<file path="src/slfd_pkg.sv">
`default_nettype none
package slfd_pkg;

  localparam int unsigned CfgIdxW  = 3;
  localparam int unsigned CfgDataW = 16;

  // Register indexes of the configuration port
  localparam logic [CfgIdxW-1:0] RegSyncFirst  = 3'd0;
  localparam logic [CfgIdxW-1:0] RegSyncSecond = 3'd1;
  localparam logic [CfgIdxW-1:0] RegMaxLen     = 3'd2;
  localparam logic [CfgIdxW-1:0] RegCmdChan    = 3'd3;
  localparam logic [CfgIdxW-1:0] RegDataChan   = 3'd4;
  localparam logic [CfgIdxW-1:0] RegCmdEn      = 3'd5;
  localparam logic [CfgIdxW-1:0] RegDataEn     = 3'd6;

  localparam logic RouteCmd  = 1'b0;
  localparam logic RouteData = 1'b1;

  typedef enum logic [2:0] {
    PH_SYNC1   = 3'd0,
    PH_SYNC2   = 3'd1,
    PH_CHAN    = 3'd2,
    PH_LENLO   = 3'd3,
    PH_LENHI   = 3'd4,
    PH_PAYLOAD = 3'd5
  } phase_e;

  typedef struct packed {
    logic [7:0]  sync_first;
    logic [7:0]  sync_second;
    logic [15:0] max_payload_len;
    logic [7:0]  command_channel_id;
    logic [7:0]  data_channel_id;
    logic        command_route_enable;
    logic        data_route_enable;
  } cfg_t;

  typedef struct packed {
    logic        route;
    logic [7:0]  payload_byte;
    logic        byte_present;
    logic        frame_last;
    logic [15:0] frame_length;
  } result_t;

endpackage
`default_nettype wire

</file>
<file path="src/slfd_cfg.sv">
`default_nettype none
module slfd_cfg (
  input  wire logic                           clk_i,
  input  wire logic                           rst_ni,
  input  wire logic                           cfg_we_i,
  input  wire logic [slfd_pkg::CfgIdxW-1:0]   cfg_idx_i,
  input  wire logic [slfd_pkg::CfgDataW-1:0]  cfg_data_i,
  output slfd_pkg::cfg_t                      cfg_o
);
  import slfd_pkg::*;

  cfg_t cfg_d, cfg_q;

  always_comb begin
    cfg_d = cfg_q;
    if (cfg_we_i) begin
      case (cfg_idx_i)
        RegSyncFirst:  cfg_d.sync_first           = cfg_data_i[7:0];
        RegSyncSecond: cfg_d.sync_second          = cfg_data_i[7:0];
        RegMaxLen:     cfg_d.max_payload_len      = cfg_data_i;
        RegCmdChan:    cfg_d.command_channel_id   = cfg_data_i[7:0];
        RegDataChan:   cfg_d.data_channel_id      = cfg_data_i[7:0];
        RegCmdEn:      cfg_d.command_route_enable = cfg_data_i[0];
        RegDataEn:     cfg_d.data_route_enable    = cfg_data_i[0];
        default:       cfg_d = cfg_q;
      endcase
    end
  end

  always_ff @(posedge clk_i or negedge rst_ni) begin
    if (!rst_ni) begin
      cfg_q.sync_first           <= 8'd0;
      cfg_q.sync_second          <= 8'd0;
      cfg_q.max_payload_len      <= 16'd1024;
      cfg_q.command_channel_id   <= 8'd0;
      cfg_q.data_channel_id      <= 8'd1;
      cfg_q.command_route_enable <= 1'b0;
      cfg_q.data_route_enable    <= 1'b0;
    end else begin
      cfg_q <= cfg_d;
    end
  end

  assign cfg_o = cfg_q;

endmodule
`default_nettype wire

</file>
<file path="src/slfd_parser.sv">
`default_nettype none
module slfd_parser (
  input  wire logic          clk_i,
  input  wire logic          rst_ni,
  input  wire logic          step_i,
  input  wire logic [7:0]    rx_byte_i,
  input  wire slfd_pkg::cfg_t cfg_i,
  output logic               res_valid_o,
  output slfd_pkg::result_t  res_o
);
  import slfd_pkg::*;

  phase_e      phase_d, phase_q;
  logic [7:0]  chan_d, chan_q;
  logic [15:0] len_d, len_q;
  logic [15:0] cnt_d, cnt_q;

  logic [15:0] len_full;
  logic [15:0] cnt_inc;
  logic        hit_cmd, hit_data, routed, route_sel;

  assign len_full  = {rx_byte_i, len_q[7:0]};
  assign cnt_inc   = cnt_q + 16'd1;
  // Command wins when the channel matches both enabled routes
  assign hit_cmd   = (chan_q == cfg_i.command_channel_id) && cfg_i.command_route_enable;
  assign hit_data  = (chan_q == cfg_i.data_channel_id) && cfg_i.data_route_enable;
  assign routed    = hit_cmd || hit_data;
  assign route_sel = hit_cmd ? RouteCmd : RouteData;

  // Next state
  always_comb begin
    phase_d = phase_q;
    chan_d  = chan_q;
    len_d   = len_q;
    cnt_d   = cnt_q;
    if (step_i) begin
      case (phase_q)
        PH_SYNC2: begin
          if (rx_byte_i == cfg_i.sync_second) begin
            phase_d = PH_CHAN;
          end else if (rx_byte_i == cfg_i.sync_first) begin
            phase_d = PH_SYNC2;
          end else begin
            phase_d = PH_SYNC1;
          end
        end
        PH_CHAN: begin
          chan_d  = rx_byte_i;
          phase_d = PH_LENLO;
        end
        PH_LENLO: begin
          len_d   = {8'd0, rx_byte_i};
          phase_d = PH_LENHI;
        end
        PH_LENHI: begin
          len_d = len_full;
          if (len_full > cfg_i.max_payload_len) begin
            phase_d = PH_SYNC1;
          end else begin
            cnt_d   = 16'd0;
            phase_d = (len_full == 16'd0) ? PH_SYNC1 : PH_PAYLOAD;
          end
        end
        PH_PAYLOAD: begin
          cnt_d = cnt_inc;
          if (cnt_inc >= len_q) begin
            phase_d = PH_SYNC1;
          end
        end
        default: begin
          phase_d = (rx_byte_i == cfg_i.sync_first) ? PH_SYNC2 : PH_SYNC1;
        end
      endcase
    end
  end

  // Result
  always_comb begin
    res_valid_o        = 1'b0;
    res_o.route        = route_sel;
    res_o.payload_byte = 8'd0;
    res_o.byte_present = 1'b0;
    res_o.frame_last   = 1'b1;
    res_o.frame_length = 16'd0;
    case (phase_q)
      PH_LENHI: begin
        res_valid_o = step_i && routed && (len_full == 16'd0);
      end
      PH_PAYLOAD: begin
        res_valid_o        = step_i && routed;
        res_o.payload_byte = rx_byte_i;
        res_o.byte_present = 1'b1;
        res_o.frame_last   = cnt_inc >= len_q;
        res_o.frame_length = len_q;
      end
      default: begin
        res_valid_o = 1'b0;
      end
    endcase
  end

  always_ff @(posedge clk_i or negedge rst_ni) begin
    if (!rst_ni) begin
      phase_q <= PH_SYNC1;
      chan_q  <= 8'd0;
      len_q   <= 16'd0;
      cnt_q   <= 16'd0;
    end else begin
      phase_q <= phase_d;
      chan_q  <= chan_d;
      len_q   <= len_d;
      cnt_q   <= cnt_d;
    end
  end

`ifndef SYNTHESIS
  a_res_needs_step: assert property (@(posedge clk_i) disable iff (!rst_ni)
    res_valid_o |-> step_i)
    else $error("result raised without a transfer");

  a_payload_bounds: assert property (@(posedge clk_i) disable iff (!rst_ni)
    (phase_q == PH_PAYLOAD) |-> (len_q != 16'd0) && (cnt_q < len_q))
    else $error("payload count out of range");

  a_last_ends_frame: assert property (@(posedge clk_i) disable iff (!rst_ni)
    (res_valid_o && res_o.frame_last) |=> (phase_q == PH_SYNC1))
    else $error("frame did not end after last result");
`endif

endmodule
`default_nettype wire

</file>
<file path="src/slfd_out_reg.sv">
`default_nettype none
module slfd_out_reg (
  input  wire logic          clk_i,
  input  wire logic          rst_ni,
  input  wire logic          load_i,
  input  wire slfd_pkg::result_t res_i,
  output logic               free_o,
  output logic               out_valid_o,
  input  wire logic          out_ready_i,
  output slfd_pkg::result_t  res_o
);
  import slfd_pkg::*;

  logic    valid_d, valid_q;
  result_t res_q;

  // Room for a new result when empty or when the held one leaves this cycle
  assign free_o  = !valid_q || out_ready_i;
  assign valid_d = load_i ? 1'b1 : (valid_q && !out_ready_i);

  always_ff @(posedge clk_i or negedge rst_ni) begin
    if (!rst_ni) begin
      valid_q <= 1'b0;
    end else begin
      valid_q <= valid_d;
    end
  end

  always_ff @(posedge clk_i) begin
    if (load_i) begin
      res_q <= res_i;
    end
  end

  assign out_valid_o = valid_q;
  assign res_o       = res_q;

endmodule
`default_nettype wire

</file>
<file path="src/sync_length_frame_deframer.sv">
`default_nettype none
// Channel | Handshake              | Payload
// in      | in_valid_i/in_ready_o  | rx_byte_i
// out     | out_valid_o/out_ready_i| route_o payload_byte_o byte_present_o
//         |                        | frame_last_o frame_length_o
// cfg     | cfg_we_i (no wait)     | cfg_idx_i cfg_data_i
//
// One byte per cycle while in_ready_o is high: each transfer updates the
// header state in a single pass and loads at most one result into the
// output register, and out_valid_o rises in the cycle after that transfer.
// Reset (asynchronous, active low) restores the register defaults and the
// sync hunt. Input stalls only while a result is held and out_ready_i is low.
module sync_length_frame_deframer (
  input  wire logic                          clk_i,
  input  wire logic                          rst_ni,
  input  wire logic                          in_valid_i,
  output logic                               in_ready_o,
  input  wire logic [7:0]                    rx_byte_i,
  output logic                               out_valid_o,
  input  wire logic                          out_ready_i,
  output logic                               route_o,
  output logic [7:0]                         payload_byte_o,
  output logic                               byte_present_o,
  output logic                               frame_last_o,
  output logic [15:0]                        frame_length_o,
  input  wire logic                          cfg_we_i,
  input  wire logic [slfd_pkg::CfgIdxW-1:0]  cfg_idx_i,
  input  wire logic [slfd_pkg::CfgDataW-1:0] cfg_data_i
);
  import slfd_pkg::*;

  cfg_t    cfg;
  result_t res_new, res_out;
  logic    res_valid;
  logic    out_free;
  logic    step;

  // Take a byte whenever the output register can absorb its result
  assign in_ready_o = out_free;
  assign step       = in_valid_i && out_free;

  slfd_cfg u_cfg (
    .clk_i      (clk_i),
    .rst_ni     (rst_ni),
    .cfg_we_i   (cfg_we_i),
    .cfg_idx_i  (cfg_idx_i),
    .cfg_data_i (cfg_data_i),
    .cfg_o      (cfg)
  );

  // Sync hunt, header decode, payload counting and route choice
  slfd_parser u_parser (
    .clk_i       (clk_i),
    .rst_ni      (rst_ni),
    .step_i      (step),
    .rx_byte_i   (rx_byte_i),
    .cfg_i       (cfg),
    .res_valid_o (res_valid),
    .res_o       (res_new)
  );

  // Hold a finished result until the consumer takes the transfer
  slfd_out_reg u_out_reg (
    .clk_i       (clk_i),
    .rst_ni      (rst_ni),
    .load_i      (res_valid),
    .res_i       (res_new),
    .free_o      (out_free),
    .out_valid_o (out_valid_o),
    .out_ready_i (out_ready_i),
    .res_o       (res_out)
  );

  assign route_o        = res_out.route;
  assign payload_byte_o = res_out.payload_byte;
  assign byte_present_o = res_out.byte_present;
  assign frame_last_o   = res_out.frame_last;
  assign frame_length_o = res_out.frame_length;

endmodule
`default_nettype wire
</file>
<file path="config.mk">
export PLATFORM = sky130hd
export DESIGN_NAME = sync_length_frame_deframer
export DESIGN_NICKNAME = d
export VERILOG_FILES = /design/src/slfd_pkg.sv /design/src/slfd_cfg.sv /design/src/slfd_parser.sv /design/src/slfd_out_reg.sv /design/src/sync_length_frame_deframer.sv
export SDC_FILE = /design/constraint.sdc
export NUM_CORES = 1
export LEC_CHECK = 0
export BUFFER_PORTS_ARGS = -buffer_cell sky130_fd_sc_hd__buf_2
export CORE_UTILIZATION = 55
export DETAILED_ROUTE_END_ITERATION = 10
export GPL_ROUTABILITY_DRIVEN = 0
export GPL_TIMING_DRIVEN = 0
export PLACE_DENSITY_LB_ADDON = 0.25
export SLEW_MARGIN = 15
export SYNTH_ARGS = -nofsm -noshare
export SYNTH_HDL_FRONTEND = slang
export SYNTH_HIERARCHICAL = 1
export SYNTH_SLANG_ARGS = --single-unit
</file>
<file path="constraint.sdc">
create_clock -name clk_i -period 3.61 [get_ports clk_i]
set_clock_uncertainty 0.05 [all_clocks]
set_input_delay 0.722 -clock clk_i [delete_from_list [all_inputs] [get_ports clk_i]]
set_output_delay 0.722 -clock clk_i [all_outputs]
set_load 0.005 [all_outputs]
</file>
==> metrics, run 1 <==
critical path class=flop to flop; Num CTS Buffers=17; Hold Crit Class=primary input to async pin; CTS sink cnt=121; Post-DRT Antenna Nets=0; core area=10,980 um^2; sequential power share=between 40% and 50%; fmax=0.2957 GHz; detailed-route via count=4,380; P_int=0.003074 W; most frequent cells in the layout=dfrtp_1 (92), buf_2 (61), mux2_2 (49); GR Util All Layers=between 20 and 30%; synth warn=6; r2r setup slk=230 ps; fraction of the yosys area taken by sequential cells=around 50%; outcome=finished, final reports clean; Synthesized Nets=596; count of final setup violators=0; Yosys cell types=62; # DRC=0; CTS max path bufs=2; Main synth FF type=dfrtp_1; antenna violations before repair=0; top cells by area, synth=dfrtp_1 (37%), edfxtp_1 (13%), mux2_2 (8.8%), ha_1 (6.6%), xor2_1 (4.7%); Avg Cell Area, Syn=roughly 12 um^2; post-route cell area=7416 um^2; clock network power share=37.4%; post-synth top area share=a little over a third; synthesis-to-finish area growth=17.95%; routed wire length=roughly 13,000 um; Die Wd=108.9 um; vias in the first global route=4,259; Initial DRT Pass Iterations=4; Cells after Synth=between 500 and 600; CTS tree=done; Setup crit start kind=flop; Period minus WS final=3382 ps; DP Wirelength=9637 um; worst-margin pin slew=~750 ps; FF-to-FF End=u_parser/phase_q[2]$_DFFE_PN0P_; global-route wire length before repair=21,890 um; per-cell routed wire length=roughly 17 um; most common cell after layout, fill and taps aside=dfrtp_1; Die Span Y=between 100 and 150 um; arrival time at the worst endpoint=3620 ps; endpoints failing hold=0; # diodes=0; Ports=approximately 60; Max VDD drop=roughly 0.38 mV; fillers=850; overall power=0.004346 W; CP Capture Type=flop; Skew-Pair Late Insertion Delay=420 ps; critical-path maximum fanout=5; clock-pin transition on the worst setup and hold timing paths=60 ps; Critical Path End=u_parser/phase_q[2]$_DFFE_PN0P_; FF-to-FF Start=u_parser/cnt_q[0]$_DFFE_PN0P_; Combinational Power Share=21.8%; Port-buffer cells=60; die area=~12,000 um^2; pin count of the biggest net entering global routing=59; Final Max Slew Viols=0; Post-synth ARST share=77.69%; sw frac=29.28%; number of synthesized flops with an enable pin=27; R2R depth=14; Yosys top cell by area=dfrtp_1; Slew HR=between 40% and 50%; number of synthesized register bits=121; root buf cell=clkbuf_16; CTS H-tree lvls=4; unrepaired setup endpoints after global routing=false; leakage=3.460 nW; pwr/cell area=586.1 nW/um^2; Site Rows=38; Starting Density=57.25%; placed inst area=between 6000 and 7000 um^2; share of layout cells above drive strength 1=26.36%; Sw Pwr=0.001273 W; final net count=678; max-cap violations=0; post-synthesis cell area=roughly 6300 um^2; DR vias/cell=approximately 5.7; Critical Path RT=3850 ps; Setup crit start=u_parser/cnt_q[0]$_DFFE_PN0P_; Congestion Overflow GR=0; drt initial violations=284; crit share post-route=93.67%
==> power groups by stage <==
stage               sequential, W  combinational, W  clock (W)
CTS                       0.00177          0.000940    0.00165
global placement          0.00178          0.000878          0
global route              0.00180           0.00105    0.00172
floorplan                 0.00175          0.000690          0
detailed placement        0.00180          0.000927          0
finish                    0.00177          0.000947    0.00162
==> per-stage QoR <==
stage,setup TNS [ps],utilization [%],hold WS (ps),instances,worst slack (ps)
after floorplan,0,-,376.4,531,296.4
after CTS,0,67.35,345.3,765,44.86
after global placement,-21440,61.57,421.5,731,-766.9
after global routing,0,67.52,395.3,766,9.260
final,0,67.52,336.7,766,228.4
after detailed placement,-10.77,62.13,426.4,733,-10.77
==> final cells by class <==
cell class / instances / area (um^2) / area share (%)
Buffer: 20 / 100.1 / 1.350
Clock inverter: 8 / 98.84 / 1.333
Timing Repair Buffer: 63 / 357.8 / 4.825
Sequential cell: 121 / 3166 / 42.69
Tap cell: 140 / 175.2 / 2.362
Multi-Input combinational cell: 354 / 2912 / 39.26
Inverter: 36 / 135.1 / 1.822
Clock buffer: 24 / 471.7 / 6.361
==> worst min-delay path by stage <==
| stage | start | to | slack, ps | cells after the start |
|---|---|---|---|---|
| after detailed placement | u_cfg/cfg_o[27]$_DFFE_PN0P_ | u_cfg/cfg_o[27]$_DFFE_PN0P_ | 430 | 1 |
| after global routing | rst_ni | u_parser/chan_q[7]$_DFFE_PN0P_ | 400 | 1 |
| after floorplan | rst_ni | u_cfg/cfg_o[0]$_DFFE_PN0P_ | 380 | 0 |
| after CTS | rst_ni | u_parser/chan_q[7]$_DFFE_PN0P_ | 350 | 1 |
| after global placement | u_cfg/cfg_o[31]$_DFFE_PN0P_ | u_cfg/cfg_o[31]$_DFFE_PN0P_ | 420 | 1 |
| final | rst_ni | u_cfg/cfg_o[9]$_DFFE_PN0P_ | 340 | 1 |
==> kinds of logic (layout without fill, tap and decap cells) <==
logic type	count (synthesis)	after routing	share of synthesized area, %
adder cells (fa/ha/maj)	33	33	6.567
AO/OA/AOI/OAI	69	69	8.179
buffers and inverters	56	151	3.741
XOR/XNOR	45	45	6.269
multiplexers	67	67	12.00
flip-flops	121	121	50.35
AND/OR/NAND/NOR	140	140	12.90
==> synth_stat cells, types with 13 or more instances <==
cell type  count
mux2_1        18
nor2_1        37
nand2_1       21
mux2_2        49
dfrtp_1       92
nor4_1        13
a21oi_1       19
edfxtp_1      27
ha_1          33
inv_1         32
xor2_1        34
==> sequential cells by signal, indices dropped and copies added (netlist names) <==
signal,cells
u_cfg/cfg_o,50
u_out_reg/out_valid_o,1
u_out_reg/res_o,27
u_parser/chan_q,8
u_parser/cnt_q,16
u_parser/len_q,16
u_parser/phase_q,3
==> worst max-delay path, stage by stage, from the launching register on <==
cell	delay, ps
dfrtp_1	420
ha_1	230
nand3_2	150
nor2_4	190
nand4_1	180
nor2_1	200
xor2_1	210
ha_1	290
and4_1	220
a2111oi_1	350
o211a_1	220
o21a_1	230
inv_2	80
a21oi_1	170
a31oi_1	60
==> per-layer routing <==
metal  vias up  global-route usage [%]  part of all wire, %
li1       2078                       -                    -
met4         0                   10.71                  1.7
met1      2146                   33.56                   45
met5         -                       0                    0
met2       136                   39.44                   48
met3        20                   5.559                  4.9
==> timing repair <==
item | in CTS | in global routing
setup buffers | 0 | 1
pin swaps | 0 | 1
hold endpoints to repair | 0 | 0
resized for setup | 1 | 3
hold buffers | 0 | 0
setup endpoints to repair | 2 | 4
Power figures use the tool's default switching activity.
==> run 2: changes to the inputs <==
--- a/config.mk
+++ b/config.mk
@@ -6,7 +6,9 @@
 export NUM_CORES = 1
 export LEC_CHECK = 0
 export BUFFER_PORTS_ARGS = -buffer_cell sky130_fd_sc_hd__buf_2
-export CORE_UTILIZATION = 55
+export CELL_PAD_IN_SITES_DETAIL_PLACEMENT = 0
+export CELL_PAD_IN_SITES_GLOBAL_PLACEMENT = 1
+export CORE_UTILIZATION = 52
 export DETAILED_ROUTE_END_ITERATION = 10
 export GPL_ROUTABILITY_DRIVEN = 0
 export GPL_TIMING_DRIVEN = 0
==> constraint.sdc (replaced) <==
create_clock -name clk_i -period 4.2 [get_ports clk_i]
set_clock_uncertainty 0.05 [all_clocks]
set_input_delay 0.84 -clock clk_i [delete_from_list [all_inputs] [get_ports clk_i]]
set_output_delay 0.84 -clock clk_i [all_outputs]
set_load 0.005 [all_outputs]
==> metrics, run 2 (synthesized netlist as in run 1, its figures left out) <==
DR vias/cell=5.799 (+1.4%); sequential power share=40.6% (-0.2 points); clock-pin transition on the worst setup and hold timing paths=50 ps (about the same); Final Max Slew Viols=0 (unchanged); pwr/cell area=505.1 nW/um^2 (-14%); WP buf/inv=1 (unchanged); routed wire length=14,010 um (+4.8%); Starting Density=54.14% (-3.1 points); most frequent cells in the layout=dfrtp_1 (92), buf_2 (61), mux2_2 (49); Skew-Pair Late Insertion Delay=410 ps (about the same); crit share post-route=87.90% (-5.8 points); crit path cell chain=ha_1, nand3_1, nor2_1, nand4_1, nor2_1, xor2_1, ha_1, a21o_1, a2111oi_0, o211a_1, o21a_1, inv_2, a21oi_1, a31oi_1; Die Wd=112.0 um (+2.8%); sw frac=29.19% (-0.086 points); FF-to-FF End=u_parser/phase_q[2]$_DFFE_PN0P_; die area=12,540 um^2 (+5.7%); failing checks=DRC; Combinational Power Share=21.8% (about the same); Slew HR=54.05% (+4.1 points); Ports=61 (unchanged); post-route cell area=7420 um^2 (about the same); synthesis-to-finish area growth=18.01% (about the same); drt initial violations=335 (+18%); outcome=finished, violations left; CTS sink cnt=121 (unchanged); Worst path max stage delay=470 ps (+50 ps); # diodes=0 (unchanged); CTS tree=done; Hold Crit Class=primary input to async pin; P_int=0.002653 W (-14%); Die Span Y=112.0 um (+2.8%); Post-DRT Antenna Nets=0 (unchanged); Largest delay share family, worst path=compound AO/OA/AOI/OAI gates; Slowest-stage cell, CP=a2111oi_0; most common cell after layout, fill and taps aside=dfrtp_1; Critical Path RT=4430 ps (+580 ps); pin count of the biggest net entering global routing=65 (+10%); antenna violations before repair=0 (unchanged); leakage=3.471 nW (+0.32%); r2r setup slk=510 ps (+280 ps); Site Rows=39 (+2.6%); placed inst area=6839 um^2 (+0.22%); critical-path maximum fanout=5 (unchanged); fmax=0.2709 GHz (-8.4%); R2R depth=14 (unchanged); share of layout cells above drive strength 1=25.92% (-0.44 points); root buf cell=clkbuf_16; FF-to-FF Start=u_parser/cnt_q[0]$_DFFE_PN0P_; count of final setup violators=0 (unchanged); Period minus WS final=3692 ps (+310.4 ps); Post-CTS Hold Buffers=0 (unchanged); vias in the first global route=4,618 (+8.4%); Post-CTS Resized=0 (-1); Initial DRT Pass Iterations=8 (+4); Sw Pwr=0.001094 W (-14%); Port-buffer cells=60 (unchanged); clock network power share=37.5% (about the same); CP Capture Type=flop; Final Core Density=63.89% (-3.6 points); Congestion Overflow GR=0 (unchanged); max reg flops=50 (unchanged); final net count=677 (-0.15%); critical path class=flop to flop; Max VDD drop=0.2778 mV (-27%); detailed-route via count=4,454 (+1.7%); unrepaired setup endpoints after global routing=false; arrival time at the worst endpoint=3920 ps (+300 ps); GR Util All Layers=24.59% (-0.53 points); CTS max path bufs=2 (unchanged); per-cell routed wire length=18.25 um (+4.5%); CTS H-tree lvls=4 (unchanged); Setup crit start kind=flop; max-cap violations=0 (unchanged); worst-margin pin slew=682.9 ps (-67.78 ps); Post-CTS Setup Bufs=0 (unchanged); DP Wirelength=10,050 um (+4.3%); core area=11,610 um^2 (+5.7%); global-route wire length before repair=23,410 um (+7.0%); Crit path depth=14 (unchanged); Num CTS Buffers=17 (unchanged); # DRC=4 (+4); endpoints failing hold=0 (unchanged)
-- run 2: area by class of cell --
type | count | area (um^2)
Buffer | 20 | 100.1
Inverter | 36 | 135.1
Timing Repair Buffer | 62 | 361.6
Sequential cell | 121 | 3166
Fill cell | 941 | 4194
Clock buffer | 26 | 521.8
Tap cell | 143 | 178.9
Multi-Input combinational cell | 354 | 2898
Clock inverter | 6 | 58.81
-- run 2: metrics by stage --
| step | hold slack, ps | TNS [ps] | instances | total power [W] | setup slack, ps |
|---|---|---|---|---|---|
| 5_1_grt | 264.7 | 0 | 768 | 0.003957 | 200.5 |
| 4_1_cts | 258.1 | 0 | 768 | 0.003770 | 540.3 |
| 2_1_floorplan | 408.1 | 0 | 531 | 0.002099 | 768.4 |
| 6_report | 253.6 | 0 | 768 | 0.003748 | 508.0 |
| 3_5_place_dp | 431.0 | 0 | 736 | 0.002350 | 627.5 |
| 3_3_place_gp | 421.3 | -8350 | 734 | 0.002297 | -301.8 |
-- run 2: power groups by stage --
stage          logic [W]  clock network (W)  registers [W]
2_1_floorplan   0.000593                  0        0.00151
3_3_place_gp    0.000765                  0        0.00153
3_5_place_dp    0.000807                  0        0.00154
4_1_cts         0.000817            0.00143        0.00152
5_1_grt         0.000924            0.00149        0.00155
6_report        0.000818            0.00141        0.00152
-- run 2: worst max path at each step --
stage	start	to
6_report	u_parser/cnt_q[0]$_DFFE_PN0P_	u_parser/phase_q[2]$_DFFE_PN0P_
5_1_grt	u_parser/cnt_q[0]$_DFFE_PN0P_	u_parser/phase_q[2]$_DFFE_PN0P_
4_1_cts	u_parser/cnt_q[0]$_DFFE_PN0P_	u_parser/phase_q[0]$_DFFE_PN0P_
3_5_place_dp	u_parser/cnt_q[0]$_DFFE_PN0P_	u_parser/phase_q[1]$_DFFE_PN0P_
3_3_place_gp	rx_byte_i[3]	u_out_reg/res_o[3]$_DFFE_PP_
2_1_floorplan	out_ready_i	u_out_reg/res_o[0]$_DFFE_PP_
-- run 2: routing by layer --
metal	global-route usage [%]	part of all wire, %	up-vias
li1	-	-	2079
met1	32.53	45	2222
met2	40.00	48	132
met3	4.682	5.4	21
met4	9.956	1.7	0
met5	0	0	-
